===== src/hdl/abtn_pkg.sv =====
// Shared types and constants for the angular binning block.
`default_nettype none
package abtn_pkg;

    localparam int DEF_GRID_COLS = 64;
    localparam int DEF_GRID_ROWS = 64;
    localparam int DEF_KEEP_N    = 8;

    localparam logic [15:0] HVS_RESET = 16'd16962;

    // Widest grid index and the divider geometry.
    localparam int IDX_W     = 10;
    localparam int DIV_NUM_W = 48;
    localparam int DIV_DEN_W = 18;

    localparam logic OP_INSERT = 1'b0;
    localparam logic OP_READ   = 1'b1;

    typedef enum logic [3:0] {
        S_CLEAR,
        S_IDLE,
        S_BIN,
        S_FILL_RD,
        S_FILL_DATA,
        S_SCAN_RD,
        S_SCAN_EV,
        S_TAIL,
        S_RD_ISSUE,
        S_RD_DATA,
        S_OUT
    } t_state;

    typedef enum logic [2:0] {
        B_IDLE,
        B_SINE,
        B_SUM,
        B_MUL,
        B_IDX,
        B_QWAIT,
        B_FIN
    } t_bin_state;

    typedef struct packed {
        logic             ok;
        logic [IDX_W-1:0] col;
        logic [IDX_W-1:0] row;
    } t_bin_res;

endpackage
`default_nettype wire


===== src/hdl/abtn_div.sv =====
// Restoring unsigned divider, one quotient bit per cycle.
`default_nettype none
module abtn_div #(
    parameter int NUM_W = abtn_pkg::DIV_NUM_W,
    parameter int DEN_W = abtn_pkg::DIV_DEN_W
) (
    input  wire logic             i_clk,
    input  wire logic             i_rst_n,
    input  wire logic             i_start,
    input  wire logic [NUM_W-1:0] i_num,
    input  wire logic [DEN_W-1:0] i_den,
    output logic                  o_done,
    output logic      [NUM_W-1:0] o_quot
);

    localparam int CNT_W = $clog2(NUM_W + 1);

    logic             r_busy;
    logic             r_done;
    logic [CNT_W-1:0] r_cnt;
    logic [NUM_W-1:0] r_q;
    logic [DEN_W-1:0] r_rem;
    logic [DEN_W-1:0] r_den;
    logic [DEN_W:0]   rem_sh;
    logic [DEN_W:0]   diff;
    logic             take;

    assign rem_sh = {r_rem, r_q[NUM_W-1]};
    assign diff   = rem_sh - {1'b0, r_den};
    assign take   = ~diff[DEN_W];

    always_ff @(posedge i_clk) begin
        if (!i_rst_n) begin
            r_busy <= 1'b0;
            r_done <= 1'b0;
            r_cnt  <= '0;
        end else begin
            r_done <= 1'b0;
            if (i_start) begin
                r_busy <= 1'b1;
                r_cnt  <= CNT_W'(NUM_W);
            end else if (r_busy) begin
                r_cnt <= r_cnt - CNT_W'(1);
                if (r_cnt == CNT_W'(1)) begin
                    r_busy <= 1'b0;
                    r_done <= 1'b1;
                end
            end
        end
    end

    always_ff @(posedge i_clk) begin
        if (i_start) begin
            r_q   <= i_num;
            r_rem <= '0;
            r_den <= i_den;
        end else if (r_busy) begin
            r_rem <= take ? diff[DEN_W-1:0] : rem_sh[DEN_W-1:0];
            r_q   <= {r_q[NUM_W-2:0], take};
        end
    end

    assign o_done = r_done;
    assign o_quot = r_q;

endmodule
`default_nettype wire


===== src/hdl/abtn_bin.sv =====
// Sine and grid index sequencer around the shared divider.
`default_nettype none
module abtn_bin #(
    parameter int GRID_COLS = abtn_pkg::DEF_GRID_COLS,
    parameter int GRID_ROWS = abtn_pkg::DEF_GRID_ROWS
) (
    input  wire logic               i_clk,
    input  wire logic               i_rst_n,
    input  wire logic               i_start,
    input  wire logic signed [15:0] i_pos_x,
    input  wire logic signed [15:0] i_pos_y,
    input  wire logic        [15:0] i_point_range,
    input  wire logic        [15:0] i_hvs,
    output logic                    o_done,
    output abtn_pkg::t_bin_res      o_res
);

    localparam int NW    = abtn_pkg::DIV_NUM_W;
    localparam int DW    = abtn_pkg::DIV_DEN_W;
    localparam int IDX_W = abtn_pkg::IDX_W;
    localparam logic [NW-1:0] CM1_COL = NW'(GRID_COLS - 1);
    localparam logic [NW-1:0] CM1_ROW = NW'(GRID_ROWS - 1);
    localparam logic [NW-1:0] C_COL   = NW'(GRID_COLS);
    localparam logic [NW-1:0] C_ROW   = NW'(GRID_ROWS);

    abtn_pkg::t_bin_state r_st, n_st;

    logic               r_axis;
    logic               r_xneg;
    logic               r_yneg;
    logic [16:0]        r_abs_y;
    logic [15:0]        r_rng;
    logic [15:0]        r_h;
    logic signed [33:0] r_s [2];
    logic signed [33:0] r_sh;
    logic [NW-1:0]      r_t;
    logic [IDX_W-1:0]   r_idx [2];
    logic               r_ok;

    logic          div_start;
    logic [NW-1:0] div_num;
    logic [DW-1:0] div_den;
    logic          div_done;
    logic [NW-1:0] div_quot;

    logic [16:0]        abs_x;
    logic [16:0]        abs_y;
    logic signed [33:0] s_new;
    logic [NW-1:0]      t_next;
    logic [NW-1:0]      neg_t;
    logic [NW-1:0]      two_h;
    logic               t_neg;
    logic               near_zero;
    logic               q_in_grid;

    assign abs_x = i_pos_x[15] ? (17'd0 - {1'b1, i_pos_x}) : {1'b0, i_pos_x};
    assign abs_y = i_pos_y[15] ? (17'd0 - {1'b1, i_pos_y}) : {1'b0, i_pos_y};

    assign s_new = (r_axis ? r_yneg : r_xneg) ? (34'sd0 - $signed({2'b00, div_quot[31:0]}))
                                               : $signed({2'b00, div_quot[31:0]});
    assign two_h     = NW'({r_h, 1'b0});
    assign t_next    = ((NW'(r_sh) * (r_axis ? CM1_ROW : CM1_COL)) << 1) + two_h;
    assign t_neg     = r_t[NW-1];
    assign neg_t     = NW'(0) - r_t;
    assign near_zero = neg_t < two_h;
    assign q_in_grid = div_quot < (r_axis ? C_ROW : C_COL);

    abtn_div #(
        .NUM_W (NW),
        .DEN_W (DW)
    ) u_div (
        .i_clk   (i_clk),
        .i_rst_n (i_rst_n),
        .i_start (div_start),
        .i_num   (div_num),
        .i_den   (div_den),
        .o_done  (div_done),
        .o_quot  (div_quot)
    );

    always_ff @(posedge i_clk) begin
        if (!i_rst_n) begin
            r_st <= abtn_pkg::B_IDLE;
        end else begin
            r_st <= n_st;
        end
    end

    always_comb begin
        n_st      = r_st;
        div_start = 1'b0;
        div_num   = {15'd0, abs_x, 16'd0};
        div_den   = {2'b00, i_point_range};
        case (r_st)
            abtn_pkg::B_IDLE: begin
                if (i_start) begin
                    if (i_point_range == 16'd0 || i_hvs == 16'd0) begin
                        n_st = abtn_pkg::B_FIN;
                    end else begin
                        div_start = 1'b1;
                        n_st      = abtn_pkg::B_SINE;
                    end
                end
            end
            abtn_pkg::B_SINE: begin
                div_num = {15'd0, r_abs_y, 16'd0};
                div_den = {2'b00, r_rng};
                if (div_done) begin
                    if (!r_axis) begin
                        div_start = 1'b1;
                    end else begin
                        n_st = abtn_pkg::B_SUM;
                    end
                end
            end
            abtn_pkg::B_SUM: begin
                n_st = abtn_pkg::B_MUL;
            end
            abtn_pkg::B_MUL: begin
                n_st = abtn_pkg::B_IDX;
            end
            abtn_pkg::B_IDX: begin
                div_num = r_t + two_h;
                div_den = {r_h, 2'b00};
                if (!t_neg) begin
                    div_start = 1'b1;
                    n_st      = abtn_pkg::B_QWAIT;
                end else if (near_zero) begin
                    n_st = r_axis ? abtn_pkg::B_FIN : abtn_pkg::B_SUM;
                end else begin
                    n_st = abtn_pkg::B_FIN;
                end
            end
            abtn_pkg::B_QWAIT: begin
                if (div_done) begin
                    if (!q_in_grid || r_axis) begin
                        n_st = abtn_pkg::B_FIN;
                    end else begin
                        n_st = abtn_pkg::B_SUM;
                    end
                end
            end
            abtn_pkg::B_FIN: begin
                n_st = abtn_pkg::B_IDLE;
            end
            default: begin
                n_st = abtn_pkg::B_IDLE;
            end
        endcase
    end

    always_ff @(posedge i_clk) begin
        case (r_st)
            abtn_pkg::B_IDLE: begin
                if (i_start) begin
                    r_ok    <= 1'b0;
                    r_axis  <= 1'b0;
                    r_xneg  <= i_pos_x[15];
                    r_yneg  <= i_pos_y[15];
                    r_abs_y <= abs_y;
                    r_rng   <= i_point_range;
                    r_h     <= i_hvs;
                end
            end
            abtn_pkg::B_SINE: begin
                if (div_done) begin
                    r_s[r_axis] <= s_new;
                    r_axis      <= ~r_axis;
                end
            end
            abtn_pkg::B_SUM: begin
                r_sh <= r_s[r_axis] + $signed({18'd0, r_h});
            end
            abtn_pkg::B_MUL: begin
                r_t <= t_next;
            end
            abtn_pkg::B_IDX: begin
                if (t_neg && near_zero) begin
                    r_idx[r_axis] <= '0;
                    r_ok          <= r_axis;
                    r_axis        <= 1'b1;
                end
            end
            abtn_pkg::B_QWAIT: begin
                if (div_done && q_in_grid) begin
                    r_idx[r_axis] <= div_quot[IDX_W-1:0];
                    r_ok          <= r_axis;
                    r_axis        <= 1'b1;
                end
            end
            default: begin
            end
        endcase
    end

    assign o_done    = (r_st == abtn_pkg::B_FIN);
    assign o_res.ok  = r_ok;
    assign o_res.col = r_idx[0];
    assign o_res.row = r_idx[1];

endmodule
`default_nettype wire


===== config.mk =====
export PLATFORM = sky130hd
export DESIGN_NAME = abtn_bin
export DESIGN_NICKNAME = d
export VERILOG_FILES = /design/src/hdl/abtn_pkg.sv /design/src/hdl/abtn_div.sv /design/src/hdl/abtn_bin.sv
export SDC_FILE = /design/constraint.sdc
export NUM_CORES = 1
export LEC_CHECK = 0
export ABC_AREA = 0
export BUFFER_PORTS_ARGS = -buffer_cell sky130_fd_sc_hd__buf_2
export CORE_MARGIN = 4
export CORE_UTILIZATION = 29
export CTS_BUF_LIST = sky130_fd_sc_hd__clkbuf_4
export CTS_CLUSTER_DIAMETER = 150
export DETAILED_ROUTE_END_ITERATION = 6
export PLACE_DENSITY = 0.49
export SYNTH_ARGS = -nofsm -noshare
export SYNTH_HDL_FRONTEND = slang
export SYNTH_SLANG_ARGS = --single-unit
export TNS_END_PERCENT = 100

===== constraint.sdc =====
create_clock -name i_clk -period 13.75 [get_ports i_clk]
set_input_delay 1.375 -clock i_clk [delete_from_list [all_inputs] [get_ports i_clk]]
set_output_delay 1.375 -clock i_clk [all_outputs]
set_load 0.005 [all_outputs]

==> reports/qor.yml <==
status: "completed"
cts.path.max_buffers: 3
overflow: 0
num_rows: 105
slew_headroom_pct: 28.4
coreArea_um2: 82400
finalSetupViolCount: 0
r2r-end: "r_t[38]"
synthesis.instances: 2404
ys_dominant_reg_cell: "edfxtp_1"
critical_path_class: "reg2reg"
vias: 18200
boundaryPins: 89
viasPerCell: 4.94
drive_gt1_share_pct: 11.8
start_kind: "register"
final_hold_viol_count: 0
seq_area_frac_synth_pct: 37.3
grt_max_degree: 62
holdCritPathClass: "reg2reg"
clk_latency_ps: 810
fin_setup_tns_ps: 0
end_kind: "register"
required_ps: 14270
postCtsHoldBufs: 0
r2r-start: "r_sh[4]"
final_cell_mix: "edfxtp_1 (281), inv_1 (248), nand2_1 (203)"
clk_pin_slew_ps: 70
worst_pin_slew_ps: 1070
areaGrowthSynthToFinish_pct: 11.9
root_buffer: "clkbuf_4"
finalMaxSlewViolations: 0
netlist_area_um2: 24200
post_cts_buffers: 0
cp_slowest_cell: "or4_1"
fin_crit_ps: 6860
cap_violations: 0
final_common_cell: "edfxtp_1"
grt_pass1_wl_mm: 102
r2r_cells: 24
floorplan.initialDensity_pct: 29.4
nNetsFinal: 2906
crit_fanout: 6
cp-endpoint: "r_t[38]"
antenna_found_initial: 2
place_congestion: 0.847
synth-edff-count: 281
arrival_ps: 7380
cts_resized: 0
drtPass1Iterations: 5
crit_chain: "fa_1 > inv_1 > fa_1 > inv_1 > fa_1 > inv_1 > fa_1 > inv_1 > ha_1 > o211ai_1 > a21oi_1 > nor2_1 > xnor2_1 > ha_1 > and2_1 > nand2_1 > a21boi_0 > a41oi_1 > o31a_1 > o2bb2ai_1 > or4_1 > nor4_4 > nand3_1 > xnor2_1"
post_drt_wl_per_cell_um: 17.4
post-route-util_pct: 32.9
drtIter0Drc: 1124
detail-route-antenna-nets: 0
routed_wl_mm: 64.0
die_area_um2: 88200
die_w_um: 297
finalCritPeriodShare_pct: 49.9
crit_start: "r_sh[4]"
htreeDepth: 3
ys.warnings.count: 0
finalClockSkew_ps: 61.9
portBuffers: 88
synthDistinctLibCells: 85
die_height_um: 297
fmax_ghz: 0.146
cts_tree: "yes"
synth_area_per_cell_um2: 10.1
fillCellCount: 8370
rsz0062_at_grt: "no"
synth-seq-cells: 311
dp_hpwl_mm: 48.3
grt_pass1_vias: 18300
cts_num_sinks: 311
cts_inserted_buffers: 86
ys_async_sr_fraction_pct: 0
drcViolationCount: 0
grt_usage_pct: 14.4
regToRegSetupSlack_ps: 6890
slowest_delay_ps: 630
## sequential cells by signal, indices dropped and copies added, names as in the netlist, 17 cells and up, named ones only
register / count
r_s: 66
u_div.o_quot: 48
r_t: 42
r_sh: 34
r_idx: 20
u_div.r_den: 18
u_div.r_rem: 18
r_abs_y: 17
## cells in the mapped netlist (27+ instances only)
cell type | number | area, um^2
o21ai_0 | 103 | 515
nor3_1 | 56 | 280
a211oi_1 | 27 | 203
mux2i_1 | 34 | 340
edfxtp_1 | 281 | 8440
nor2_1 | 191 | 717
nand3_1 | 49 | 245
and2_1 | 28 | 175
a21o_1 | 27 | 203
dfxtp_1 | 30 | 601
clkbuf_1 | 52 | 195
nor4_1 | 33 | 206
ha_1 | 166 | 2080
xnor2_1 | 162 | 1420
nand2_1 | 204 | 766
inv_1 | 250 | 938
xor2_1 | 81 | 709
fa_1 | 133 | 2660
nand2b_1 | 27 | 169
a21oi_1 | 117 | 586
## worst max-delay path: cells and delay by family (launching register included)
family	cells	cell delay, ps
fa+ha+maj	6	2760
buf+inv	4	210
flops	1	540
xor+xnor	2	280
compound gates	6	1130
simple gates	6	1660
## logic make-up (layout without fill, tap and decap cells)
| family | Yosys count | in the layout | synth area share, % |
|---|---|---|---|
| buffers and inverters | 316 | 507 | 4.94 |
| adder cells (fa/ha/maj) | 301 | 301 | 19.7 |
| AND/OR/NAND/NOR | 723 | 723 | 14.8 |
| other | 1 | 10 | 0.0155 |
| flip-flops | 311 | 311 | 37.3 |
| XOR/XNOR | 243 | 243 | 8.79 |
| multiplexers | 59 | 59 | 2.57 |
| AO/OA/AOI/OAI | 450 | 450 | 11.9 |
## layout make-up
type	count	area (um^2)	share of cell area [%]
Multi-Input combinational cell	1785	14000	51.9
Sequential cell	311	9040	33.4
Clock inverter	31	245	0.905
Timing Repair Buffer	105	568	2.10
Clock buffer	120	901	3.33
Tap cell	1070	1340	4.94
Antenna cell	1	2.50	0.00924
Inverter	251	942	3.48
## through the flow
stage	hold slack (ps)	cells	instance area, um^2	setup slack (ps)
global placement	486	3522	25900	7070
global route	527	3674	27100	6450
detailed placement	501	3522	25900	6970
floorplan	445	2412	24200	7570
CTS	505	3673	27100	6860
finish	500	3674	27100	6890
## how the worst min path moves through the flow
stage | slack, ps | from | end | cells after the start
after global placement | 490 | u_div.r_cnt[1] | u_div.r_cnt[1] | 2
after CTS | 500 | u_div.r_cnt[1] | u_div.r_cnt[1] | 2
after floorplan | 450 | u_div.o_quot[0] | r_s[0][0] | 0
after detailed placement | 500 | u_div.r_cnt[1] | u_div.r_cnt[1] | 2
final | 500 | u_div.r_cnt[1] | u_div.r_cnt[1] | 2
after global routing | 530 | u_div.r_rem[3] | u_div.r_rem[3] | 2
## routing by layer
metal | track usage (%) | vias to the layer above | share of wire, % | routed length (um)
met2 | 21.3 | 466 | 43 | 27500
met1 | 21.1 | 8795 | 49 | 31500
met5 | 0 | - | 0 | 0
met3 | 2.48 | 83 | 5.5 | 3500
met4 | 4.81 | 0 | 2.4 | 1510
li1 | - | 8807 | - | -
Power is left out: the tool's default activity adds up to more than one toggle a clock period on the data nets, which glitch-free logic cannot reach.
